$ cat config.mk
export PLATFORM = sky130hd
export DESIGN_NAME = aes_ctrl
export DESIGN_NICKNAME = d
export VERILOG_FILES = /design/src/rtl/core/aes_pkg.sv /design/src/rtl/core/aes_ctrl.sv
export SDC_FILE = /design/constraint.sdc
export NUM_CORES = 1
export LEC_CHECK = 0
export ABC_AREA = 1
export BUFFER_PORTS_ARGS = -buffer_cell sky130_fd_sc_hd__clkbuf_2
export CORE_MARGIN = 2
export CORE_UTILIZATION = 51
export CTS_CLUSTER_DIAMETER = 40
export DETAILED_ROUTE_END_ITERATION = 6
export GPL_ROUTABILITY_DRIVEN = 0
export PLACE_DENSITY = 0.77
export SLEW_MARGIN = 20
export SYNTH_ARGS = -nofsm -noshare
export SYNTH_HDL_FRONTEND = slang
export SYNTH_SLANG_ARGS = --single-unit
$ cat constraint.sdc
create_clock -name clk_i -period 2.2 [get_ports clk_i]
set_clock_uncertainty 0.1 [all_clocks]
set_input_delay 0.66 -clock clk_i [delete_from_list [all_inputs] [get_ports clk_i]]
set_output_delay 0.66 -clock clk_i [all_outputs]
set_load 0.05 [all_outputs]
$ cat src/rtl/core/aes_pkg.sv
`timescale 1ns / 1ps
package aes_pkg;

  localparam int MaxRoundsDef = 14;
  localparam int MinRounds    = 10;

  // APB byte address of the round count register
  localparam logic [1:0] RegRoundCount = 2'd0;

  typedef enum logic [1:0] {
    ACT_LOAD = 2'd0,
    ACT_ENC  = 2'd1,
    ACT_DEC  = 2'd2,
    ACT_NONE = 2'd3
  } action_e;

  typedef enum logic [1:0] {
    ST_IDLE  = 2'd0,
    ST_KEY0  = 2'd1,
    ST_ROUND = 2'd2,
    ST_OUT   = 2'd3
  } ctrl_state_e;

  // controller -> datapath
  typedef struct packed {
    logic load_block;  // capture input block
    logic first_key;   // xor first round key into loaded block
    logic do_round;    // run one round
    logic last_round;  // round without mix columns
    logic decrypt;
    logic emit;        // move state to output register
  } dp_cmd_t;

  localparam logic [7:0] SBOX [256] = '{
    8'h63,8'h7c,8'h77,8'h7b,8'hf2,8'h6b,8'h6f,8'hc5,8'h30,8'h01,8'h67,8'h2b,8'hfe,8'hd7,8'hab,8'h76,
    8'hca,8'h82,8'hc9,8'h7d,8'hfa,8'h59,8'h47,8'hf0,8'had,8'hd4,8'ha2,8'haf,8'h9c,8'ha4,8'h72,8'hc0,
    8'hb7,8'hfd,8'h93,8'h26,8'h36,8'h3f,8'hf7,8'hcc,8'h34,8'ha5,8'he5,8'hf1,8'h71,8'hd8,8'h31,8'h15,
    8'h04,8'hc7,8'h23,8'hc3,8'h18,8'h96,8'h05,8'h9a,8'h07,8'h12,8'h80,8'he2,8'heb,8'h27,8'hb2,8'h75,
    8'h09,8'h83,8'h2c,8'h1a,8'h1b,8'h6e,8'h5a,8'ha0,8'h52,8'h3b,8'hd6,8'hb3,8'h29,8'he3,8'h2f,8'h84,
    8'h53,8'hd1,8'h00,8'hed,8'h20,8'hfc,8'hb1,8'h5b,8'h6a,8'hcb,8'hbe,8'h39,8'h4a,8'h4c,8'h58,8'hcf,
    8'hd0,8'hef,8'haa,8'hfb,8'h43,8'h4d,8'h33,8'h85,8'h45,8'hf9,8'h02,8'h7f,8'h50,8'h3c,8'h9f,8'ha8,
    8'h51,8'ha3,8'h40,8'h8f,8'h92,8'h9d,8'h38,8'hf5,8'hbc,8'hb6,8'hda,8'h21,8'h10,8'hff,8'hf3,8'hd2,
    8'hcd,8'h0c,8'h13,8'hec,8'h5f,8'h97,8'h44,8'h17,8'hc4,8'ha7,8'h7e,8'h3d,8'h64,8'h5d,8'h19,8'h73,
    8'h60,8'h81,8'h4f,8'hdc,8'h22,8'h2a,8'h90,8'h88,8'h46,8'hee,8'hb8,8'h14,8'hde,8'h5e,8'h0b,8'hdb,
    8'he0,8'h32,8'h3a,8'h0a,8'h49,8'h06,8'h24,8'h5c,8'hc2,8'hd3,8'hac,8'h62,8'h91,8'h95,8'he4,8'h79,
    8'he7,8'hc8,8'h37,8'h6d,8'h8d,8'hd5,8'h4e,8'ha9,8'h6c,8'h56,8'hf4,8'hea,8'h65,8'h7a,8'hae,8'h08,
    8'hba,8'h78,8'h25,8'h2e,8'h1c,8'ha6,8'hb4,8'hc6,8'he8,8'hdd,8'h74,8'h1f,8'h4b,8'hbd,8'h8b,8'h8a,
    8'h70,8'h3e,8'hb5,8'h66,8'h48,8'h03,8'hf6,8'h0e,8'h61,8'h35,8'h57,8'hb9,8'h86,8'hc1,8'h1d,8'h9e,
    8'he1,8'hf8,8'h98,8'h11,8'h69,8'hd9,8'h8e,8'h94,8'h9b,8'h1e,8'h87,8'he9,8'hce,8'h55,8'h28,8'hdf,
    8'h8c,8'ha1,8'h89,8'h0d,8'hbf,8'he6,8'h42,8'h68,8'h41,8'h99,8'h2d,8'h0f,8'hb0,8'h54,8'hbb,8'h16
  };

  localparam logic [7:0] INV_SBOX [256] = '{
    8'h52,8'h09,8'h6a,8'hd5,8'h30,8'h36,8'ha5,8'h38,8'hbf,8'h40,8'ha3,8'h9e,8'h81,8'hf3,8'hd7,8'hfb,
    8'h7c,8'he3,8'h39,8'h82,8'h9b,8'h2f,8'hff,8'h87,8'h34,8'h8e,8'h43,8'h44,8'hc4,8'hde,8'he9,8'hcb,
    8'h54,8'h7b,8'h94,8'h32,8'ha6,8'hc2,8'h23,8'h3d,8'hee,8'h4c,8'h95,8'h0b,8'h42,8'hfa,8'hc3,8'h4e,
    8'h08,8'h2e,8'ha1,8'h66,8'h28,8'hd9,8'h24,8'hb2,8'h76,8'h5b,8'ha2,8'h49,8'h6d,8'h8b,8'hd1,8'h25,
    8'h72,8'hf8,8'hf6,8'h64,8'h86,8'h68,8'h98,8'h16,8'hd4,8'ha4,8'h5c,8'hcc,8'h5d,8'h65,8'hb6,8'h92,
    8'h6c,8'h70,8'h48,8'h50,8'hfd,8'hed,8'hb9,8'hda,8'h5e,8'h15,8'h46,8'h57,8'ha7,8'h8d,8'h9d,8'h84,
    8'h90,8'hd8,8'hab,8'h00,8'h8c,8'hbc,8'hd3,8'h0a,8'hf7,8'he4,8'h58,8'h05,8'hb8,8'hb3,8'h45,8'h06,
    8'hd0,8'h2c,8'h1e,8'h8f,8'hca,8'h3f,8'h0f,8'h02,8'hc1,8'haf,8'hbd,8'h03,8'h01,8'h13,8'h8a,8'h6b,
    8'h3a,8'h91,8'h11,8'h41,8'h4f,8'h67,8'hdc,8'hea,8'h97,8'hf2,8'hcf,8'hce,8'hf0,8'hb4,8'he6,8'h73,
    8'h96,8'hac,8'h74,8'h22,8'he7,8'had,8'h35,8'h85,8'he2,8'hf9,8'h37,8'he8,8'h1c,8'h75,8'hdf,8'h6e,
    8'h47,8'hf1,8'h1a,8'h71,8'h1d,8'h29,8'hc5,8'h89,8'h6f,8'hb7,8'h62,8'h0e,8'haa,8'h18,8'hbe,8'h1b,
    8'hfc,8'h56,8'h3e,8'h4b,8'hc6,8'hd2,8'h79,8'h20,8'h9a,8'hdb,8'hc0,8'hfe,8'h78,8'hcd,8'h5a,8'hf4,
    8'h1f,8'hdd,8'ha8,8'h33,8'h88,8'h07,8'hc7,8'h31,8'hb1,8'h12,8'h10,8'h59,8'h27,8'h80,8'hec,8'h5f,
    8'h60,8'h51,8'h7f,8'ha9,8'h19,8'hb5,8'h4a,8'h0d,8'h2d,8'he5,8'h7a,8'h9f,8'h93,8'hc9,8'h9c,8'hef,
    8'ha0,8'he0,8'h3b,8'h4d,8'hae,8'h2a,8'hf5,8'hb0,8'hc8,8'heb,8'hbb,8'h3c,8'h83,8'h53,8'h99,8'h61,
    8'h17,8'h2b,8'h04,8'h7e,8'hba,8'h77,8'hd6,8'h26,8'he1,8'h69,8'h14,8'h63,8'h55,8'h21,8'h0c,8'h7d
  };

  function automatic logic [7:0] xtime(input logic [7:0] a);
    xtime = {a[6:0], 1'b0} ^ (a[7] ? 8'h1b : 8'h00);
  endfunction

endpackage

$ cat src/rtl/core/aes_ctrl.sv
`timescale 1ns / 1ps
module aes_ctrl import aes_pkg::*; #(
  parameter int MaxRounds = MaxRoundsDef,
  localparam int SlotW = $clog2(MaxRounds + 1)
) (
  input  logic             clk_i,
  input  logic             rst_ni,
  input  logic             in_fire_i,
  input  logic [1:0]       action_i,
  input  logic [3:0]       round_count_i,
  input  logic             out_busy_i,
  output logic             in_ready_o,
  output logic [SlotW-1:0] key_addr_o,
  output dp_cmd_t          cmd_o
);

  ctrl_state_e state_q, state_d;
  logic [SlotW-1:0] nr_q, nr_d, rnd_q, rnd_d;
  logic dec_q, dec_d;
  logic [SlotW-1:0] nr_clamp;

  always_comb begin
    if (round_count_i < 4'(MinRounds)) begin
      nr_clamp = SlotW'(MinRounds);
    end else if ({1'b0, round_count_i} > 5'(MaxRounds)) begin
      nr_clamp = SlotW'(MaxRounds);
    end else begin
      nr_clamp = SlotW'(round_count_i);
    end
  end

  always_ff @(posedge clk_i or negedge rst_ni) begin
    if (!rst_ni) begin
      state_q <= ST_IDLE;
      nr_q    <= '0;
      rnd_q   <= '0;
      dec_q   <= 1'b0;
    end else begin
      state_q <= state_d;
      nr_q    <= nr_d;
      rnd_q   <= rnd_d;
      dec_q   <= dec_d;
    end
  end

  always_comb begin
    state_d    = state_q;
    nr_d       = nr_q;
    rnd_d      = rnd_q;
    dec_d      = dec_q;
    cmd_o      = '0;
    in_ready_o = 1'b0;
    cmd_o.decrypt = dec_q;
    // address the key of the next step: round rnd+1 reads rnd+1 (enc) or nr-rnd-1 (dec)
    key_addr_o = dec_q ? (nr_q - rnd_q - SlotW'(1)) : (rnd_q + SlotW'(1));
    case (state_q)
      ST_IDLE: begin
        in_ready_o = 1'b1;
        // first key add reads slot 0 (enc) or slot nr (dec)
        key_addr_o = (action_i == ACT_DEC) ? nr_clamp : '0;
        if (in_fire_i && (action_i == ACT_ENC || action_i == ACT_DEC)) begin
          cmd_o.load_block = 1'b1;
          nr_d  = nr_clamp;
          dec_d = (action_i == ACT_DEC);
          rnd_d = '0;
          state_d = ST_KEY0;
        end
      end
      ST_KEY0: begin
        cmd_o.first_key = 1'b1;
        rnd_d   = SlotW'(1);
        state_d = ST_ROUND;
      end
      ST_ROUND: begin
        cmd_o.do_round   = 1'b1;
        cmd_o.last_round = (rnd_q == nr_q);
        rnd_d = rnd_q + SlotW'(1);
        if (rnd_q == nr_q) begin
          state_d = ST_OUT;
        end
      end
      ST_OUT: begin
        if (!out_busy_i) begin
          cmd_o.emit = 1'b1;
          state_d = ST_IDLE;
        end
      end
      default: state_d = ST_IDLE;
    endcase
  end

endmodule

# Yosys cells after proc, flatten, opt, wreduce, memory -nomap -nowiden
# Index checks and enable logic that the tools add are counted.
# totals
ff_bits	11
input_bits	10
out_inout_bits	11
word_cells	43
# op_classes
add_sub_neg	3
order_cmp	2
n_eq_ne	9
n_mux	18
n_reduce_logical	7
# op_table
cell	n
$mux 4	6
$pmux 4 s3	1
$mux 2	4
$pmux 2 s4	1
$eq 2x2->1 const B	3
$mux 1	6
$ne 2x2->1 const B	3
$add 4x1->4 const B	1
$eq 2x1->1 const B	2
$eq 4x4->1	1
$gt 4x4->1 const B	1
$lt 4x4->1 const B	1
$reduce_and 2->1	2
$sub 4x1->4 const B	1
$sub 4x4->4	1
$reduce_and 3->1	1
$reduce_bool 3->1	1
$logic_not 2->1	1
$logic_and 1x1->1	1
$logic_or 1x1->1	1

# Depth between registers and ports, before layout
# Gate-level depths: netlist (run 1).
# logic_depth
ltp_word	5
mapped_depth	10
mapped_depth_nobuf	10

# Least setup slack after synthesis (run 1)
# No wires, ideal clock.
# synth_path
path_type	register to output
from	register state_q[0]
to	output key_addr_o[0]
t_arrival_ps	2382
required_ps	1440
path_slack_ps	-942
stages_incl_launch_ff	5
path_buffers	0
cell_sequence	dfrtp_1 > inv_1 > ha_1 > nand2_1 > o21ai_0
# synth_between
elab_chain_cells	2
# synth_rtl
element	line_no	rtl
start, declared	aes_ctrl.sv:17	ctrl_state_e state_q, state_d;
start signal, assigned	aes_ctrl.sv:39	state_q <= state_d;
$logic_not 2->1	aes_ctrl.sv:56	case (state_q)
$mux 4	aes_ctrl.sv:56	
end, declared	aes_ctrl.sv:13	output logic [SlotW-1:0] key_addr_o,
# Every way passes these cells.

# Worst setup path in the final report (run 1)
# layout_path
from	register nr_q[0]
to	output key_addr_o[2]
# layout_between
elab_chain_cells	4
# layout_rtl
element	line_no	rtl
start, declared	aes_ctrl.sv:18	logic [SlotW-1:0] nr_q, nr_d, rnd_q, rnd_d;
start signal, assigned	aes_ctrl.sv:40	nr_q <= nr_d;
$sub 4x4->4	aes_ctrl.sv:55	key_addr_o = dec_q ? (nr_q - rnd_q - SlotW'(1)) : (rnd_q + SlotW'(1));
$sub 4x1->4	aes_ctrl.sv:55	
$mux 4	aes_ctrl.sv:55	
$mux 4	aes_ctrl.sv:56	
# Every way passes these cells.

==> results.yml, run 1 <==
outcome:
  status: "finished with violations"
  violations: "negative setup slack"
worst_setup_path:
  crit_arrival_ns: 1.79
  critPathRequiredTime_ns: 1.44
  crit_type: "flip-flop to primary output"
  startpoint_type: "flip-flop"
  critPathMaxFanout: 2
  cp-end-kind: "primary output"
sta:
  finalSetupViolCount: 5
  setup-tns-final_ns: -0.962
  tightest_slew_ns: 0.275
  max-slew-margin-rel_pct: 81.5
  timing.final.max_slew_violations: 0
  setup_slack_ns: -0.352
  fmax_mhz: 392
  finalCritPeriodShare_pct: 116
  hold_viol_final: 0
  post-route-min-period_ns: 2.55
  rsz0062_at_grt: "yes"
synth:
  syn_inst: 110
  synth_seq_cells: 11
  syn-cell-area_um2: 848
  netlist_top_cells_count: "nand2_1 (28), inv_1 (16), dfrtp_1 (11)"
  synthesis.nets: 130
  ys_seq_area_share_pct: 32.4
  synth.most_common_cell: "nand2_1"
  avgSynthCellArea_um2: 7.71
  yosys_most_used_dff: "dfrtp_1"
  synth_edf_count: 0
  ys_top_cells_by_area: "dfrtp_1 (32%), ha_1 (13%), nand2_1 (12%)"
  yosys.area.top_type_share_pct: 32.4
  synthArstFlopShare_pct: 100
  synth_top_area_cell: "dfrtp_1"
  ys_types: 23
  yosysWarnings: 0
floorplanning:
  core_um2: 1540
  dieArea_um2: 2010
  start_util_pct: 55.0
  fp.dieW_um: 44.8
  die_height_um: 44.8
  rows: 14
  io-pin-count: 21
cts:
  clock_path_buffers: 2
  cts_buffers: 3
  clock_latency_ns: 0.27
  cts_max_level: 1
  cts.sinks: 11
  clk_pin_slew_ns: 0.07
  cts-root-buf: "clkbuf_4"
  cts_tree: "built"
global_route:
  grt_pass1_wl_um: 4060
  grt_max_degree: 12
  first_global_vias: 914
  grt_antenna_before_repair: 0
  overflow: 0
  grt_usage_pct: 29.0
pwr:
  p_leak_nw: 0.638
  ir_drop_mv: 1.03
  total_power_mw: 2.09
  powerDensity_nw_per_um2: 1610
drt:
  wl_per_cell_um: 16.9
  drtIter0Drc: 26
  drt_first_pass_iters: 4
  drc: 0
  vias: 953
  routed_via_density: 5.78
  routed_wl_um: 2790
  ant_nets: 0
layout:
  nets: 170
  insertedDiodeCount: 0
  multi_input_area_um2: 619
  stdcell_count: 165
  syn_to_final_growth_pct: 53.7
  fin_util_pct: 84.6
  fill_cells: 85
  regArea_um2: 275
  drive_gt1_share_pct: 48.3
job:
  cap_violations: 0
place:
  dp.cells: 155
  post-place-ws_ns: -0.163
  port_buffers: 20
  dp_hpwl_um: 1720
min_path:
  hold_path.class: "input pin to async pin"
[flip-flops by register name (all words and copies together), names as in the netlist]
| name | flops |
|---|---|
| dec_q | 1 |
| nr_q | 4 |
| rnd_q | 4 |
| state_q | 2 |
[cells by family (layout without fill, tap and decap cells)]
| group | after synthesis | count (layout) | share of synthesized area [%] |
|---|---|---|---|
| DFF | 11 | 11 | 32.4 |
| adders and majority gates | 10 | 10 | 15.6 |
| buffers and inverters | 19 | 58 | 8.85 |
| xor gates and xnor gates | 2 | 2 | 2.07 |
| AOI/OAI and AO/OA | 20 | 20 | 14.0 |
| and+or+nand+nor | 48 | 48 | 27.0 |
[power by group]
part           switching [mW]  total [mW]  internal [mW]
clock network          0.0734       0.144         0.0703
logic                    1.00        1.62          0.619
registers              0.0632       0.330          0.267
[stage by stage]
step	hold slack [ns]	instance area [um^2]
after detailed placement	0.384	1100
after floorplan	0.264	908
final	0.151	1300
after global placement	0.373	1100
after CTS	0.162	1270
after global routing	0.160	1300
[repair_timing]
| item | CTS | global route |
|---|---|---|
| endpoints found under the setup margin | 6 | 7 |
| endpoints found under the hold margin | 0 | 0 |
| hold buffers | 0 | 0 |
| pin swaps | 5 | 2 |
| setup buffers | 3 | 3 |
| gates resized for setup | 29 | 9 |
[path summary, 6_finish.rpt]
| kind | start | end | slack (ns) | depth (start not counted) |
|---|---|---|---|---|
| max in group asynchronous | rst_ni | state_q[0] | 1.62 | 1 |
| worst min register to register | nr_q[3] | nr_q[3] | 0.40 | 2 |
| worst min-delay path | rst_ni | nr_q[2] | 0.15 | 1 |
| worst max-delay path | nr_q[0] | key_addr_o[2] | -0.35 | 7 |
| worst max register to register | state_q[1] | dec_q | 0.36 | 9 |
| min in group clk_i | nr_q[3] | nr_q[3] | 0.40 | 2 |
[final cells by class]
cell class / count / share of cell area (%)
flip-flops and latches: 11 / 21.1
inverters: 18 / 5.47
repair buffers: 36 / 22.4
multi-input cells: 80 / 47.5
clock buffers: 4 / 2.02
well taps: 16 / 1.54
[metal layers]
| layer | up-vias | track usage (%) | part of all wire, % |
|---|---|---|---|
| li1 | 441 | - | - |
| met5 | - | 0 | 0 |
| met2 | 42 | 53.6 | 52 |
| met1 | 456 | 31.2 | 39 |
| met4 | 0 | 17.6 | 4.6 |
| met3 | 14 | 3.20 | 4.5 |
[worst max-delay path, stage by stage, from the launching register on]
cell and delay, ns:
dfrtp_1 0.43, ha_4 0.19, fa_2 0.34, xnor2_1 0.13
nand2_1 0.08, nand3_2 0.10, o21ai_4 0.08, buf_8 0.16
[cells in the final DEF (no fill, tap or decap), types with 2 or more instances in the layout]
cell type	instances
ha_1	4
clkbuf_2	13
nand3_2	2
o22ai_1	2
inv_2	10
buf_8	4
nand2_1	27
o21ai_0	5
nand3_1	7
a21oi_2	3
ha_4	4
buf_4	16
a21oi_1	2
o21ai_2	2
dfrtp_1	11
o21ai_4	2
nor2_1	3
xnor2_1	2
inv_1	7
nand2_4	2
nand3_4	2
nand4_1	2
clkbuf_4	4
(Power assumes the default switching activity.)
==> run 2, diff against run 1 <==
--- a/config.mk
+++ b/config.mk
@@ -5,7 +5,6 @@
 export SDC_FILE = /design/constraint.sdc
 export NUM_CORES = 1
 export LEC_CHECK = 0
-export ABC_AREA = 1
 export BUFFER_PORTS_ARGS = -buffer_cell sky130_fd_sc_hd__clkbuf_2
 export CORE_MARGIN = 2
 export CORE_UTILIZATION = 51
==> results.yml, run 2 <==
global_route:
  grt_pass1_wl_um: 4830
  grt_antenna_before_repair: 0
  grt_max_degree: 12
  grt_usage_pct: 35.1
  first_global_vias: 1023
  overflow: 0
place:
  port_buffers: 20
  dp_hpwl_um: 1850
  dp.cells: 150
worst_setup_path:
  critPathMaxFanout: 3
  startpoint_type: "flip-flop"
  crit_type: "flip-flop to primary output"
  critPathRequiredTime_ns: 1.44
  cp-end-kind: "primary output"
  crit_arrival_ns: 1.94
drt:
  drtIter0Drc: 117
  ant_nets: 0
  drc: 0
  wl_per_cell_um: 27.7
  routed_wl_um: 4440
  routed_via_density: 7.01
  drt_first_pass_iters: 6
  vias: 1122
floorplanning:
  io-pin-count: 21
  die_height_um: 44.8
  start_util_pct: 55.0
  core_um2: 1540
  dieArea_um2: 2010
  fp.dieW_um: 44.8
  rows: 14
sta:
  tightest_slew_ns: 0.386
  fmax_mhz: 371
  hold_viol_final: 0
  rsz0062_at_grt: "yes"
  finalCritPeriodShare_pct: 123
  finalSetupViolCount: 9
  timing.final.max_slew_violations: 0
  max-slew-margin-rel_pct: 74.1
  post-route-min-period_ns: 2.70
  setup_slack_ns: -0.496
pwr:
  p_leak_nw: 0.669
  ir_drop_mv: 1.50
  total_power_mw: 2.76
  powerDensity_nw_per_um2: 1880
synth:
  avgSynthCellArea_um2: 8.66
  synth_edf_count: 0
  ys_types: 32
  yosys_most_used_dff: "dfrtp_1"
  netlist_top_cells_count: "nand2_1 (12), dfrtp_1 (11), ha_1 (9)"
  synth_seq_cells: 11
  synthArstFlopShare_pct: 100
  ys_seq_area_share_pct: 32.4
  synth_top_area_cell: "dfrtp_1"
  ys_top_cells_by_area: "dfrtp_1 (32%), ha_1 (13%), nand2_1 (5.3%)"
  synthesis.nets: 118
  synth.most_common_cell: "nand2_1"
  yosys.area.top_type_share_pct: 32.4
  syn-cell-area_um2: 848
  yosysWarnings: 0
  syn_inst: 98
cts:
  clk_pin_slew_ns: 0.08
  cts_tree: "built"
  cts-root-buf: "clkbuf_4"
  cts_buffers: 3
  cts.sinks: 11
  clock_path_buffers: 2
  cts_max_level: 1
  clock_latency_ns: 0.28
layout:
  nets: 165
  fill_cells: 39
  layout_common_cells: "buf_4 (25), clkbuf_2 (12), nand2_1 (11)"
  reg_top3: "nr_q: 4 flops, rnd_q: 4 flops, state_q: 2 flops"
  final_common_cell: "buf_4"
  syn_to_final_growth_pct: 73.6
  drive_gt1_share_pct: 59.7
  insertedDiodeCount: 0
  stdcell_count: 160
job:
  cap_violations: 0
outcome:
  status: "finished with violations"
  violations: "negative setup slack"
min_path:
  hold_path.class: "input pin to async pin"
-- run 2: cell types whose count changed in the layout (fill, tap and decap cells not counted), moves of 3 or more --
cell / change
nand2_1: -16
buf_4: +9
inv_2: -6
nand3_1: -5
inv_1: -4
a211oi_1: +3
o21ai_0: +3
o22ai_4: +3
-- run 2: logic make-up after synthesis --
family | count (synthesis) | synth area share (%)
AND/OR/NAND/NOR | 30 | 17.0
AO/OA/AOI/OAI | 25 | 18.6
buffers and inverters | 14 | 7.23
flip-flops | 11 | 32.4
adder cells (fa/ha/maj) | 10 | 15.6
XOR/XNOR | 6 | 6.20
multiplexers | 2 | 2.95
-- run 2: cell type report --
type	instances	area, um^2	share of cell area (%)
Tap cell	16	20.0	1.36
Inverter	9	46.3	3.14
Timing Repair Buffer	47	389	26.4
Clock buffer	4	26.3	1.78
Multi-Input combinational cell	73	714	48.5
Sequential cell	11	277	18.8
-- run 2: critical path: stages (launching register included) --
cell and delay [ns]:
dfrtp_1 0.40, buf_4 0.14, buf_4 0.11, nand3_1 0.13, xnor2_1 0.30, o22ai_1 0.20
a31oi_4 0.19, buf_8 0.17
-- run 2: stage by stage --
stage	setup TNS [ns]	hold WS (ns)	worst slack [ns]	util, %	area (um^2)
after floorplan	-0.373	0.264	-0.129	-	988
after global placement	-1.03	0.381	-0.342	79.5	1220
after detailed placement	-1.20	0.390	-0.369	79.5	1220
after CTS	-1.39	0.152	-0.377	92.0	1420
after global routing	-2.42	0.160	-0.543	95.5	1470
final	-2.02	0.149	-0.496	95.5	1470
-- run 2: what timing repair did --
action | CTS | global route
setup buffers | 3 | 3
hold buffers | 0 | 0
endpoints found under the setup margin | 6 | 7
gates resized for setup | 28 | 11
pin swaps | 9 | 3
cloned | 0 | 0
hold endpoints to repair | 0 | 0
-- run 2: report_power, final --
group	internal [mW]	leakage [nW]	switching, mW
clock	0.0704	0.0150	0.0758
sequential	0.275	0.137	0.0720
combinational	0.942	0.517	1.33
-- run 2: worst paths after layout --
| kind | start | endpoint | slack, ns | cells past startpoint |
|---|---|---|---|---|
| setup / recovery | rnd_q[1] | key_addr_o[3] | -0.50 | 7 |
| hold / removal | rst_ni | nr_q[1] | 0.15 | 1 |
| setup reg to reg | rnd_q[1] | state_q[1] | -0.09 | 9 |
| hold reg to reg | nr_q[3] | nr_q[3] | 0.46 | 1 |
| max in group asynchronous | rst_ni | nr_q[0] | 1.59 | 1 |
| min in group clk_i | nr_q[3] | nr_q[3] | 0.46 | 1 |
-- run 2: routing by layer --
layer / wire length [um] / track usage (%) / vias up
li1: - / - / 427
met1: 1360 / 38.5 / 493
met2: 1990 / 60.9 / 136
met3: 568 / 8.40 / 66
met4: 517 / 21.2 / 0
met5: 0 / 0 / -
